## config.mk

```make
export PLATFORM = sky130hd
export DESIGN_NAME = tab_acc_stage
export DESIGN_NICKNAME = d
export VERILOG_FILES = /design/src/sv/tab_pkg.sv /design/src/sv/tab_acc_stage.sv
export SDC_FILE = /design/constraint.sdc
export NUM_CORES = 1
export LEC_CHECK = 0
export BUFFER_PORTS_ARGS = -buffer_cell sky130_fd_sc_hd__buf_2
export CAP_MARGIN = 20
export CELL_PAD_IN_SITES_DETAIL_PLACEMENT = 1
export CELL_PAD_IN_SITES_GLOBAL_PLACEMENT = 2
export CORE_ASPECT_RATIO = 0.9
export CORE_MARGIN = 8
export CORE_UTILIZATION = 28
export CTS_BUF_LIST = sky130_fd_sc_hd__clkbuf_16
export DETAILED_ROUTE_END_ITERATION = 7
export PLACE_DENSITY_LB_ADDON = 0.1
export SETUP_SLACK_MARGIN = 0.5
export SLEW_MARGIN = 20
export SYNTH_ARGS = -nofsm -noshare
export SYNTH_HDL_FRONTEND = slang
export SYNTH_SLANG_ARGS = --single-unit
```

## constraint.sdc

```tcl
create_clock -name clk_i -period 0.8 [get_ports clk_i]
set_input_delay 0.16 -clock clk_i [delete_from_list [all_inputs] [get_ports clk_i]]
set_output_delay 0.16 -clock clk_i [all_outputs]
set_load 0.05 [all_outputs]
```

## src/sv/tab_pkg.sv

```systemverilog
// ----------------------------------------------------------------------------
// tab_pkg: shared constants for the transformed box bounds block
// Number format widths for coordinates, matrix coefficients and fractions.
// ----------------------------------------------------------------------------
package tab_pkg;

  // Coordinates are signed Q(COORD_BITS-16).16.
  localparam int COORD_BITS = 32;
  // Coefficients are signed Q(COEF_BITS-16).16.
  localparam int COEF_BITS  = 20;
  // Fraction bits shared by both formats.
  localparam int FRAC_BITS  = 16;

endpackage

```

## src/sv/tab_acc_stage.sv

```systemverilog
// ----------------------------------------------------------------------------
// tab_acc_stage: one saturating accumulation stage
// Adds one row of product terms to the running min and max corners of all
// three axes, clamps each sum to the coordinate range and registers it.
// ----------------------------------------------------------------------------
module tab_acc_stage #(
  parameter int CoordBits = tab_pkg::COORD_BITS,
  parameter int ProdBits  = tab_pkg::COORD_BITS + tab_pkg::COEF_BITS - tab_pkg::FRAC_BITS
) (
  input  logic                        clk_i,
  input  logic                        rst_ni,
  input  logic                        valid_i,
  input  logic signed [CoordBits-1:0] acc_min_i  [3],
  input  logic signed [CoordBits-1:0] acc_max_i  [3],
  input  logic signed [ProdBits-1:0]  term_min_i [3],
  input  logic signed [ProdBits-1:0]  term_max_i [3],
  output logic                        valid_o,
  output logic signed [CoordBits-1:0] acc_min_o  [3],
  output logic signed [CoordBits-1:0] acc_max_o  [3]
);
  import tab_pkg::*;

  // One bit of headroom over the wider operand keeps the sum exact.
  localparam int SumBits = ((ProdBits > CoordBits) ? ProdBits : CoordBits) + 1;

  function automatic logic signed [CoordBits-1:0] sat_coord(
    input logic signed [SumBits-1:0] s
  );
    logic [SumBits-CoordBits:0] hi_bits;
    hi_bits = s[SumBits-1:CoordBits-1];
    // The sum fits when all bits above the coordinate sign agree with it.
    if (!hi_bits[SumBits-CoordBits] && (|hi_bits)) begin
      return {1'b0, {(CoordBits-1){1'b1}}};
    end else if (hi_bits[SumBits-CoordBits] && !(&hi_bits)) begin
      return {1'b1, {(CoordBits-1){1'b0}}};
    end else begin
      return s[CoordBits-1:0];
    end
  endfunction

  logic                        valid_q;
  logic signed [CoordBits-1:0] min_d [3];
  logic signed [CoordBits-1:0] max_d [3];
  logic signed [CoordBits-1:0] min_q [3];
  logic signed [CoordBits-1:0] max_q [3];

  always_comb begin
    for (int k = 0; k < 3; k++) begin
      min_d[k] = sat_coord(SumBits'(acc_min_i[k]) + SumBits'(term_min_i[k]));
      max_d[k] = sat_coord(SumBits'(acc_max_i[k]) + SumBits'(term_max_i[k]));
    end
  end

  always_ff @(posedge clk_i or negedge rst_ni) begin
    if (!rst_ni) begin
      valid_q <= 1'b0;
    end else begin
      valid_q <= valid_i;
    end
  end

  always_ff @(posedge clk_i) begin
    for (int k = 0; k < 3; k++) begin
      min_q[k] <= min_d[k];
      max_q[k] <= max_d[k];
    end
  end

  assign valid_o   = valid_q;
  assign acc_min_o = min_q;
  assign acc_max_o = max_q;

endmodule
```

==> results.ini, run 1 <==
[status]
run_status=finished with violations
violations=negative hold slack, negative setup slack

[finish]
drive_gt1_share_pct=59.2
post-route-util_pct=56.1
fin_area_um2=33300
nNetsFinal=4058
finalNonFillerCells=4242
area_growth_pct=99.4

[synthesis]
synth-seq-area-share_pct=23.2
syn_area_per_cell_um2=8.06
synth_cells=2071
synth.area.top_cells=dfxtp_1, ha_1, a21oi_1
yosysUniqueCellTypes=83
ys_ff_latch=193
synth-async-reset-ratio_pct=0.518
synth_top_area_cell=dfxtp_1
synth_ff_type=dfxtp_1
yosys.area.top_type_share_pct=23.0
synth_fp_nets=2704
yosys_warnings=0
synth_edf_count=0
syn_area_um2=16700

[power_and_ir_drop]
leakage_nw=15.3
vdd_drop_max_v=0.00148
total_power_w=0.0640
p_per_area_nw_per_um2=1930

[job]
drv_cap=0

[timing]
hold_viol_final=3
hold_slack_ns=-0.225
fin_crit_ns=2.94
relSlewSlack_pct=54.4
fin_crit_sh_pct=368
worst_pin_slew_ns=0.676
finalWorstSetupSlack_ns=-2.14
setup_viol=385
slew_viol_final=0
grt_setup_unrepaired=yes
fmax_mhz=340

[global_routing]
grt_use_total_pct=25.7
antenna_found_initial=29
overflow=0
grt_pass1_wl_um=138000
grt_max_degree=32
first_global_vias=24000

[floorplan]
pin_count=604
start_util_pct=28.1
core_area_um2=59300
die_w_um=273
dieArea_um2=67700
die_y_um=248
core.rowCount=85

[critical_path]
crit_type=input pin to flip-flop
endpoint_kind=flip-flop
cp_data_required_time_ns=1.19
worstPathMaxFanout=8
start_kind=input pin
arrival_ns=3.33

[drt]
route.detailed.drc=0
ant_nets=0
drt_wl_total_um=94500
first_pass_iters=5
wl_per_cell_um=22.3
num_vias=21900
via_per_inst=5.17
first_iter_violations=772

[placement]
port-buffer-count=603
hpwlAfterDp_um=73000
place_ws_ns=-2.67
place.gp.congestion=0.922
placed_cell_area_um2=27300
place_inst=4085

[clocking]
clockBufferDepth=2
cts_root_buf=clkbuf_16
htreeDepth=4
clock-sinks=193
cts_tree=done
cts_made_buffers=17
path_clk_slew_ns=0.08
cts_hold_buf=1

[hold_path]
hp-class=input pin to flip-flop

==> what timing repair did <==
item | 4_1_cts | 5_1_grt
pin swaps | 81 | 89
hold endpoints to repair | 7 | 3
resized for setup | 812 | 221
buffers inserted | 42 | 35
cloned | 16 | 10
setup endpoints to repair | 385 | 385
==> worst max-delay path, stage by stage <==
cell and delay [ns]:
buf_6 0.10, ha_4 0.15, fa_2 0.36, a211oi_4 0.29, o211ai_2 0.13, nand2_2 0.09, a21oi_2 0.07, or4b_4 0.55
a31o_4 0.25, a31o_4 0.24, xor2_4 0.16, o41ai_4 0.35, buf_6 0.19, clkbuf_16 0.17, o21ai_2 0.07
==> layer usage <==
metal / vias up / global-route usage, % / share of wire, % / wire [um]
met5: - / 0 / 0.14 / 133
met2: 616 / 47.1 / 51 / 48200
li1: 10400 / - / - / -
met4: 22 / 9.17 / 3.9 / 3730
met3: 220 / 5.75 / 5.4 / 5070
met1: 10600 / 29.0 / 40 / 37400
==> power by group <==
part	leakage (nW)	switching, W	internal (W)	total [W]
combinational	13.4	0.0213	0.0186	0.0399
sequential	1.63	0.00177	0.0125	0.0143
clock	0.313	0.00475	0.00510	0.00985
total	15.3	0.0278	0.0362	0.0640
==> layout make-up <==
class                   count  area (um^2)
clock inverters            15          216
diodes                     21         52.6
repair buffers           1432        12300
well taps                 783          980
flip-flops and latches    193         4480
inverters                  53          199
clock buffers              17          425
multi-input cells        1728        14600
fillers                  6736        26100
==> layout by cell type, fill, tap and decap left out, types with 87 or more instances in the layout <==
master   count
buf_2      375
nand2_1    143
xnor2_1     99
a21oi_1    184
dfxtp_4    149
ha_1       159
buf_4      757
a21o_1     119
o21ai_0     87
o21ai_2    101
buf_8      158
==> Yosys cell counts, types with 16 or more instances <==
library cell  number
nor2_1            90
o21ai_0          192
o21ai_1           55
a31oi_1           26
o21a_1            25
xnor2_1          104
inv_1             53
xor2_1            91
a21oi_1          245
a21o_1           119
nand2_1          149
a211oi_1          30
buf_2             16
o211ai_1          19
and2_1            18
and3_1            27
o21bai_1          25
nor2b_1           21
clkbuf_1          71
nand3_1           43
nand4_1           34
dfxtp_1          192
ha_1             216
==> worst paths after layout <==
path / startpoint / endpoint / slack [ns] / cells past startpoint
min in group asynchronous: rst_ni / valid_o / -0.02 / 2
setup / recovery: term_max_i[72] / acc_max_o[66] / -2.14 / 15
max in group asynchronous: rst_ni / valid_o / 0.73 / 2
hold / removal: valid_i / valid_o / -0.22 / 1
==> flip-flops by register name (all words and copies together), names as in the netlist <==
name / cells
valid_o: 1
acc_max_o: 96
acc_min_o: 96
==> logic make-up after synthesis <==
| logic type | count (synthesis) | synth area share [%] |
|---|---|---|
| compound gates | 871 | 33.2 |
| xor+xnor | 195 | 10.2 |
| fa+ha+maj | 222 | 16.9 |
| buf+inv | 150 | 3.70 |
| flops | 193 | 23.2 |
| mux | 1 | 0.0600 |
| simple gates | 439 | 12.7 |
==> metrics by stage <==
stage | hold WS [ns] | TNS (ns)
detailed placement | -0.0625 | -471.43
finish | -0.225 | -426.52
global route | -0.251 | -447.80
global placement | -0.0658 | -454.90
floorplan | -0.136 | -375.99
CTS | -0.269 | -421.32
Note: power is estimated with default switching activity, not from simulation.
==> run 2: changes to the inputs <==
- SKIP_CTS_REPAIR_TIMING: not set -> 1
==> results.ini, run 2 (synthesis results as in run 1) <==
[finish]
nNetsFinal=3997  ; -1.5%
drive_gt1_share_pct=54.5  ; -4.7 points
final_common_cell=buf_4
area_growth_pct=77.4
fin_area_um2=29600  ; -11%
mostFrequentLayoutCells=buf_4, buf_2, a21oi_1, ha_1, dfxtp_4

[status]
run_status=finished with violations
violations=negative hold slack, negative setup slack

[drt]
top_layer=met5
via_per_inst=5.03  ; -2.6%
route.detailed.drc=0  ; unchanged
wl_met2_um=44100  ; -8.5%
met1Wirelength_um=35800  ; -4.4%
wl_per_cell_um=20.8  ; -6.9%
ant_nets=0  ; unchanged
first_pass_iters=5  ; unchanged
drt_wl_total_um=86700  ; -8.3%
first_iter_violations=717  ; -7.1%
num_vias=21000  ; -4.1%
met3_length_um=4560  ; -10%

[power_and_ir_drop]
vdd_drop_max_v=0.00148  ; +0.15%
leakage_nw=13.9  ; -9.1%
p_per_area_nw_per_um2=1900  ; -1.4%
total_power_w=0.0562  ; -12%

[hold_path]
hold_end=valid_o
min_from=valid_i
hp-class=input pin to flip-flop
worstHoldPathCells=1  ; unchanged

[global_routing]
grt_max_degree=32  ; unchanged
grt_use_total_pct=23.4  ; -2.3 points
overflow=0  ; unchanged
first_global_vias=22700  ; -5.4%
grt_pass1_wl_um=126000  ; -8.5%
antenna_found_initial=32  ; +10%

[timing]
fin_crit_ns=2.90  ; -0.0485 ns
hold_slack_ns=-0.224  ; +0.000831 ns
setup_viol=385  ; unchanged
slew_viol_final=0  ; unchanged
fin_crit_sh_pct=362  ; -6.1 points
finalWorstSetupSlack_ns=-2.10  ; +0.0485 ns
hold_viol_final=2  ; -1
worst_pin_slew_ns=0.642  ; -0.0343 ns
totalNegativeSetupSlack_ns=-449.16  ; -22.64 ns
relSlewSlack_pct=56.7  ; +2.3 points
grt_setup_unrepaired=yes
fmax_mhz=345  ; +1.7%

[clocking]
cts_tree=done
htreeDepth=4  ; unchanged
path_clk_slew_ns=0.08  ; about the same
clock-sinks=193  ; unchanged
cts_root_buf=clkbuf_16
cts_made_buffers=17  ; unchanged
clockBufferDepth=2  ; unchanged

[critical_path]
cp_data_required_time_ns=1.19  ; about the same
worstPathMaxFanout=8  ; unchanged
start_kind=input pin
endpoint_kind=flip-flop
crit_type=input pin to flip-flop
arrival_ns=3.29  ; -0.04 ns

[floorplan]
die_y_um=248  ; unchanged
die_w_um=273  ; unchanged
pin_count=604  ; unchanged
core_area_um2=59300  ; unchanged
dieArea_um2=67700  ; unchanged
start_util_pct=28.1  ; unchanged
core.rowCount=85  ; unchanged

[placement]
port-buffer-count=603  ; unchanged
hpwlAfterDp_um=73000  ; unchanged
place.gp.congestion=0.922  ; unchanged
place_ws_ns=-2.67  ; unchanged
placed_cell_area_um2=27300  ; unchanged

[job]
drv_cap=0  ; unchanged

## run 2: layer usage
layer	up-vias	GRT usage, %
met5	-	0
met4	26	7.12
met3	120	5.55
met2	451	42.6
met1	10100	27.1
li1	10300	-
## run 2: power by group
part	total (W)	switching (W)	internal, W	leakage [nW]
registers	0.0132	0.000864	0.0123	1.64
logic	0.0331	0.0200	0.0131	12.0
clock network	0.00982	0.00472	0.00510	0.313
total	0.0562	0.0256	0.0306	13.9
## run 2: final cells by class
cell class,instances,area [um^2]
Antenna cell,17,42.5
Multi-Input combinational cell,1728,13900
Sequential cell,193,4420
Clock inverter,15,216
Fill cell,7134,29700
Tap cell,783,980
Inverter,53,199
Clock buffer,17,425
Timing Repair Buffer,1371,9440
## run 2: worst max-delay path by stage
stage                               from             to  slack (ns)  cells after the start
final                     term_max_i[72]  acc_max_o[66]       -2.10                     15
after global routing        acc_max_i[0]  acc_max_o[14]       -2.23                     17
after CTS                  acc_max_i[64]  acc_max_o[71]       -2.11                     14
after detailed placement   acc_max_i[64]  acc_max_o[71]       -2.67                     14
after global placement     acc_max_i[64]  acc_max_o[64]       -2.60                     14
after floorplan            acc_max_i[64]  acc_max_o[66]       -2.31                     13
## run 2: worst max-delay path, stage by stage
cell and delay, ns:
buf_6 0.10, ha_4 0.15, fa_2 0.37, a211oi_4 0.29
o211ai_2 0.13, nand2_2 0.09, a21oi_2 0.07, or4b_1 0.54
a31o_2 0.23, a31o_1 0.20, xor2_2 0.17, o41ai_4 0.37
buf_6 0.19, clkbuf_16 0.17, o21ai_2 0.06
## run 2: metrics by stage
step / cells / utilization [%]
global placement: 4085 / 46.1
finish: 4177 / 49.9
detailed placement: 4085 / 46.1
floorplan: 2071 / -
global route: 4173 / 49.9
CTS: 4117 / 47.2
